[config.mk]
export PLATFORM = sky130hd
export DESIGN_NAME = uks_cell
export DESIGN_NICKNAME = d
export VERILOG_FILES = /design/src/rtl/assert_macros.svh /design/src/rtl/uks_pkg.sv /design/src/rtl/uks_cell.sv
export SDC_FILE = /design/constraint.sdc
export NUM_CORES = 1
export LEC_CHECK = 0
export BUFFER_PORTS_ARGS = -buffer_cell sky130_fd_sc_hd__buf_2
export CORE_AREA = 2 2 146 148
export DETAILED_ROUTE_END_ITERATION = 7
export DIE_AREA = 0 0 148 150
export GPL_TIMING_DRIVEN = 0
export PLACE_DENSITY = 0.68
export SYNTH_ARGS = -nofsm -noshare
export SYNTH_HDL_FRONTEND = slang
export SYNTH_SLANG_ARGS = --single-unit
[constraint.sdc]
create_clock -name clock -period 3.85 [get_ports clock]
set_clock_uncertainty 0.15 [all_clocks]
set_input_delay 0.5775 -clock clock [delete_from_list [all_inputs] [get_ports clock]]
set_output_delay 0.5775 -clock clock [all_outputs]
set_load 0.05 [all_outputs]
[src/rtl/assert_macros.svh]
// Assertion macros shared by the unique key stack RTL.
// No dependencies; include by bare file name where assertions are written.
`ifndef ASSERT_MACROS_SVH
`define ASSERT_MACROS_SVH
`ifndef SYNTHESIS
// Property must hold at every rising edge outside reset.
`define UKS_ASSERT(lbl, clk, rst, prop) \
   lbl: assert property (@(posedge clk) disable iff (rst) (prop)) \
      else $error("unique_key_stack assertion failed");
// Condition must never be true at a rising edge outside reset.
`define UKS_ASSERT_NEVER(lbl, clk, rst, cond) \
   lbl: assert property (@(posedge clk) disable iff (rst) !(cond)) \
      else $error("unique_key_stack forbidden condition seen");
`else
`define UKS_ASSERT(lbl, clk, rst, prop)
`define UKS_ASSERT_NEVER(lbl, clk, rst, cond)
`endif
`endif

[src/rtl/uks_pkg.sv]
// Package for the unique key stack: request and status codes, default depth,
// and the structs passed along the cell chain. No dependencies.
package uks_pkg;

   localparam int UKS_DEPTH = 128;
   // Width of an occupancy count that can reach UKS_DEPTH.
   localparam int UKS_CW    = $clog2(UKS_DEPTH + 1);

   localparam logic [1:0] REQ_PUSH = 2'd0;
   localparam logic [1:0] REQ_POP  = 2'd1;
   localparam logic [1:0] REQ_PEEK = 2'd2;

   localparam logic [1:0] ST_OK    = 2'd0;
   localparam logic [1:0] ST_FULL  = 2'd1;
   localparam logic [1:0] ST_DUP   = 2'd2;
   localparam logic [1:0] ST_EMPTY = 2'd3;

   // One stack record.
   typedef struct packed {
      logic signed [31:0] key;
      logic [63:0]        payload;
   } uks_entry_type;

   // Shift command broadcast to every cell.
   typedef struct packed {
      logic push;
      logic pop;
   } uks_shift_type;

   // Duplicate-search token travelling down the chain.
   typedef struct packed {
      logic               valid;
      logic               hit;
      logic signed [31:0] key;
   } uks_probe_type;

endpackage

[src/rtl/uks_cell.sv]
// One stack cell: holds a record, shifts with its neighbors, and checks the
// passing search token against its key. Depends on uks_pkg.
module uks_cell import uks_pkg::*; #(
   parameter int CW = UKS_CW
) (
   input  logic          clock,
   input  logic          reset,
   input  uks_shift_type shift,
   input  uks_entry_type up_entry,
   input  uks_entry_type dn_entry,
   output uks_entry_type entry,
   input  uks_probe_type prb_prev,
   input  logic [CW-1:0] left_prev,
   output uks_probe_type prb_next,
   output logic [CW-1:0] left_next
);

   uks_entry_type entry_ff, entry_in;
   uks_probe_type prb_ff, prb_in;
   logic [CW-1:0] left_ff, left_in;
   logic          live;

   // Token still covers occupied entries while its remaining count is nonzero.
   assign live = (left_prev != '0);

   always_comb begin
      entry_in = entry_ff;
      if (shift.push) begin
         entry_in = up_entry;
      end else if (shift.pop) begin
         entry_in = dn_entry;
      end
   end

   always_comb begin
      prb_in.valid = prb_prev.valid;
      prb_in.key   = prb_prev.key;
      prb_in.hit   = prb_prev.hit |
                     (prb_prev.valid & live & (prb_prev.key == entry_ff.key));
      left_in      = live ? (left_prev - CW'(1)) : left_prev;
   end

   always_ff @(posedge clock) begin
      entry_ff <= entry_in;
   end

   always_ff @(posedge clock) begin
      if (reset) begin
         prb_ff  <= '0;
         left_ff <= '0;
      end else begin
         prb_ff  <= prb_in;
         left_ff <= left_in;
      end
   end

   assign entry     = entry_ff;
   assign prb_next  = prb_ff;
   assign left_next = left_ff;

endmodule

==> impl_results.html <==
<table>
<tr><th>Metric</th><th>Value</th></tr>
<tr><th colspan="2">Run status</th></tr>
<tr><td>Status</td><td>finished clean</td></tr>
<tr><th colspan="2">Synth</th></tr>
<tr><td>Distinct cell type count after synthesis</td><td>27</td></tr>
<tr><td>Post-synthesis average cell area</td><td>15.8 µm²</td></tr>
<tr><td>Cell types occupying the most area after synthesis</td><td>edfxtp_1 51%, mux2_2 19%, dfxtp_1 15%, xor2_1 5.3%, nor2b_1 3.6%</td></tr>
<tr><td>Syn Inst Count</td><td>roughly 360</td></tr>
<tr><td>Number of register bits inferred by synthesis</td><td>about 140</td></tr>
<tr><td>Synth top area share</td><td>0.509</td></tr>
<tr><td>Syn Nets</td><td>roughly 600</td></tr>
<tr><td>Cell taking the most area after synthesis</td><td>edfxtp_1</td></tr>
<tr><td>Synth Warn #</td><td>0</td></tr>
<tr><td>Mapped Area</td><td>roughly 0.0057 mm²</td></tr>
<tr><td>Sequential cell area fraction in the yosys report</td><td>0.658</td></tr>
<tr><th colspan="2">Clocking</th></tr>
<tr><td>Clock-pin slew on the worst setup and hold paths</td><td>0.06 ns</td></tr>
<tr><td>CTS tree</td><td>yes</td></tr>
<tr><td>Post-CTS Hold Buffers</td><td>0</td></tr>
<tr><td>Max H-tree Level</td><td>4</td></tr>
<tr><td>TritonCTS sink count</td><td>about 140</td></tr>
<tr><td>Clock Latency Late Sink</td><td>0.40 ns</td></tr>
<tr><td>Root buf cell</td><td>clkbuf_16</td></tr>
<tr><td>Postcts setup bufs</td><td>0</td></tr>
<tr><td>Number of clock buffers inserted by TritonCTS</td><td>17</td></tr>
<tr><td>Number of resized instances in the post-cts repair step</td><td>0</td></tr>
<tr><td>Largest buffer count on any clock path</td><td>2</td></tr>
<tr><th colspan="2">Global route</th></tr>
<tr><td>Antenna violations before repair</td><td>3</td></tr>
<tr><td>First-pass GRT wire length</td><td>approximately 25 mm</td></tr>
<tr><td>GR Layer Usage met2</td><td>0.285</td></tr>
<tr><td>Gr usage total</td><td>0.155</td></tr>
<tr><td>Grt peak-use layer</td><td>met2</td></tr>
<tr><td>Overflow left after global routing</td><td>0</td></tr>
<tr><td>GRT met1 Usage</td><td>0.166</td></tr>
<tr><td>Largest net degree at the start of global routing</td><td>62</td></tr>
<tr><td>Vias in the first global route</td><td>4505</td></tr>
<tr><td>Grt met3 use</td><td>0.0567</td></tr>
<tr><th colspan="2">Setup path</th></tr>
<tr><td>Crit start category</td><td>input pin</td></tr>
<tr><td>Critical Setup Path Class</td><td>in -&gt; reg</td></tr>
<tr><td>Largest fanout on the critical path</td><td>between 60 and 70</td></tr>
<tr><td>Arrival time at the worst endpoint</td><td>roughly 2.5 ns</td></tr>
<tr><td>Endpoint kind of the worst setup timing path</td><td>flop</td></tr>
<tr><td>Data required time of the worst path</td><td>between 3 and 4 ns</td></tr>
<tr><td>R2R depth</td><td>4</td></tr>
<tr><th colspan="2">Floorplanning</th></tr>
<tr><td>Die Y</td><td>roughly 150 µm</td></tr>
<tr><td>Die area</td><td>0.0222 mm²</td></tr>
<tr><td>Number of I/O pins</td><td>roughly 380</td></tr>
<tr><td>Core area</td><td>just over 0.02 mm²</td></tr>
<tr><td>Initial core utilization</td><td>0.274</td></tr>
<tr><td>Width of the die</td><td>~150 µm</td></tr>
<tr><td>Core Rows</td><td>53</td></tr>
<tr><th colspan="2">STA</th></tr>
<tr><td>Final hold violation count</td><td>0</td></tr>
<tr><td>Maximum achievable frequency</td><td>386 MHz</td></tr>
<tr><td>Max-Slew Margin vs Limit</td><td>0.529</td></tr>
<tr><td>Final period utilization</td><td>0.673</td></tr>
<tr><td>Unrepaired setup endpoints after global routing</td><td>false</td></tr>
<tr><td>Final count of negative-setup-slack endpoints</td><td>0</td></tr>
<tr><td>Hold_ws</td><td>0.251 ns</td></tr>
<tr><td>Transition time at the pin with the least slew margin</td><td>a little over 0.7 ns</td></tr>
<tr><td>Minimum clock period</td><td>~2.6 ns</td></tr>
<tr><td>Number of pins exceeding their max-slew limit in the final report</td><td>0</td></tr>
<tr><td>Setup TNS</td><td>0 ns</td></tr>
<tr><th colspan="2">Final layout</th></tr>
<tr><td>Post-route cell area</td><td>approximately 0.0085 mm²</td></tr>
<tr><td>Layout overhead on the synthesized area</td><td>50.8%</td></tr>
<tr><td>Leading cell types in the layout, fill and taps excluded</td><td>385 x buf_2, 96 x mux2_2, 96 x edfxtp_1</td></tr>
<tr><td>Number of nets in the layout</td><td>~990</td></tr>
<tr><td>Most common cell after layout, fill and taps aside</td><td>buf_2</td></tr>
<tr><td>Layout cells sized above 1</td><td>0.680</td></tr>
<tr><th colspan="2">Placed design</th></tr>
<tr><td>Quantity of I/O buffers inserted on ports</td><td>374</td></tr>
<tr><td>Dpl hpwl</td><td>between 10 and 15 mm</td></tr>
<tr><td>Last weighted congestion value of the routability-driven placer</td><td>about 0.83</td></tr>
<tr><td>Post-placement cell area</td><td>about 0.008 mm²</td></tr>
<tr><th colspan="2">Drt</th></tr>
<tr><td>Number of DRC violations after detailed-routing iteration 0</td><td>about 110</td></tr>
<tr><td>Total number of vias</td><td>~4400</td></tr>
<tr><td>Via/cell ratio</td><td>~4.2</td></tr>
<tr><td>Antenna violation net count after detailed routing</td><td>0</td></tr>
<tr><td>Total Wirelength</td><td>17.8 mm</td></tr>
<tr><td>Drt first pass iters</td><td>6</td></tr>
<tr><td># DRC</td><td>0</td></tr>
<tr><td>Wire length per cell after detailed routing</td><td>about 17 µm</td></tr>
<tr><th colspan="2">Pwr</th></tr>
<tr><td>Leakage power of the design</td><td>between 3 and 4 nW</td></tr>
<tr><td>Total power divided by cell area</td><td>approximately 530 mW/mm²</td></tr>
<tr><td>Final total power</td><td>roughly 0.0045 W</td></tr>
<tr><td>VDD IR-drop max</td><td>250 µV</td></tr>
<tr><th colspan="2">Run</th></tr>
<tr><td>MaxCap Viol Count</td><td>0</td></tr>
<tr><th colspan="2">Worst hold path</th></tr>
<tr><td>Min-delay worst type</td><td>in -&gt; reg</td></tr>
<tr><td>Count of cells along the worst hold path</td><td>3</td></tr>
</table>
## registers in the layout, indices dropped and copies added (netlist names)
register and flops:
entry 96, prb_next 34, left_next 8
## final cells by class
type | instances | area, µm²
well taps | 275 | 344
inverters | 2 | 7.51
plain buffers | 14 | 66.3
clock buffers | 22 | 497
fillers | 1971 | 12200
diodes | 3 | 7.51
multi-input cells | 204 | 1870
repair buffers | 375 | 1900
clock inverters | 10 | 125
flip-flops and latches | 138 | 3720
## logic make-up (layout without fill, tap and decap cells)
family,count (synthesis),in the layout,synth area share
flops,138,138,0.658
buf+inv,16,423,0.0130
fa+ha+maj,2,2,0.00442
xor+xnor,38,38,0.0588
other cells,0,3,0
simple gates,64,64,0.0692
mux,96,96,0.191
compound gates,4,4,0.00575
## layer usage
layer | vias up | wire (µm)
li1 | 2101 | -
met1 | 2060 | 6610
met2 | 254 | 9370
met3 | 15 | 1600
met4 | 0 | 244
met5 | - | 0
## where the power goes
| group | leakage [nW] | switching (W) | total [W] | internal, W |
|---|---|---|---|---|
| registers | 1.33 | 0.0000524 | 0.00180 | 0.00175 |
| clock network | 0.307 | 0.000648 | 0.00171 | 0.00106 |
| logic | 2.24 | 0.000707 | 0.000999 | 0.000292 |
## final timing paths
| path | from | endpoint | slack (ns) |
|---|---|---|---|
| worst max-delay path | shift[1] | entry[58] | 1.26 |
| worst min-delay path | prb_prev[32] | prb_next[32] | 0.25 |
| worst max register to register | entry[69] | prb_next[32] | 2.07 |
| worst min register to register | entry[71] | prb_next[32] | 0.56 |
## critical path, stage by stage
cell and delay [ns]:
buf_2 0.21, buf_2 0.32, buf_2 0.40, or2_4 0.58
buf_16 0.34
## synthesized netlist by cell type
master	instances
edfxtp_1	96
mux2_2	96
dfxtp_1	42
xor2_1	34
nor2b_1	33
buf_2	11
nor2_1	8
nor4_1	7
xnor2_1	4
clkbuf_1	3
nand2_1	3
ha_1	2
inv_1	2
nand4_1	2
nor3_1	2
o31ai_1	2
a211oi_2	1
a21oi_1	1
nand2b_1	1
nand2b_2	1
nand3_1	1
nand3_2	1
nor2_2	1
nor2_4	1
nor4_2	1
or2_2	1
or4_4	1
## stage by stage
stage                     setup slack, ns  std cells   util
final                                1.26       1043  0.413
after detailed placement            0.718       1008  0.382
after floorplan                     0.924        358      -
after CTS                            1.15       1040  0.412
after global routing                 1.09       1042  0.412
after global placement             -0.227       1007  0.381
(Power assumes the default switching activity.)
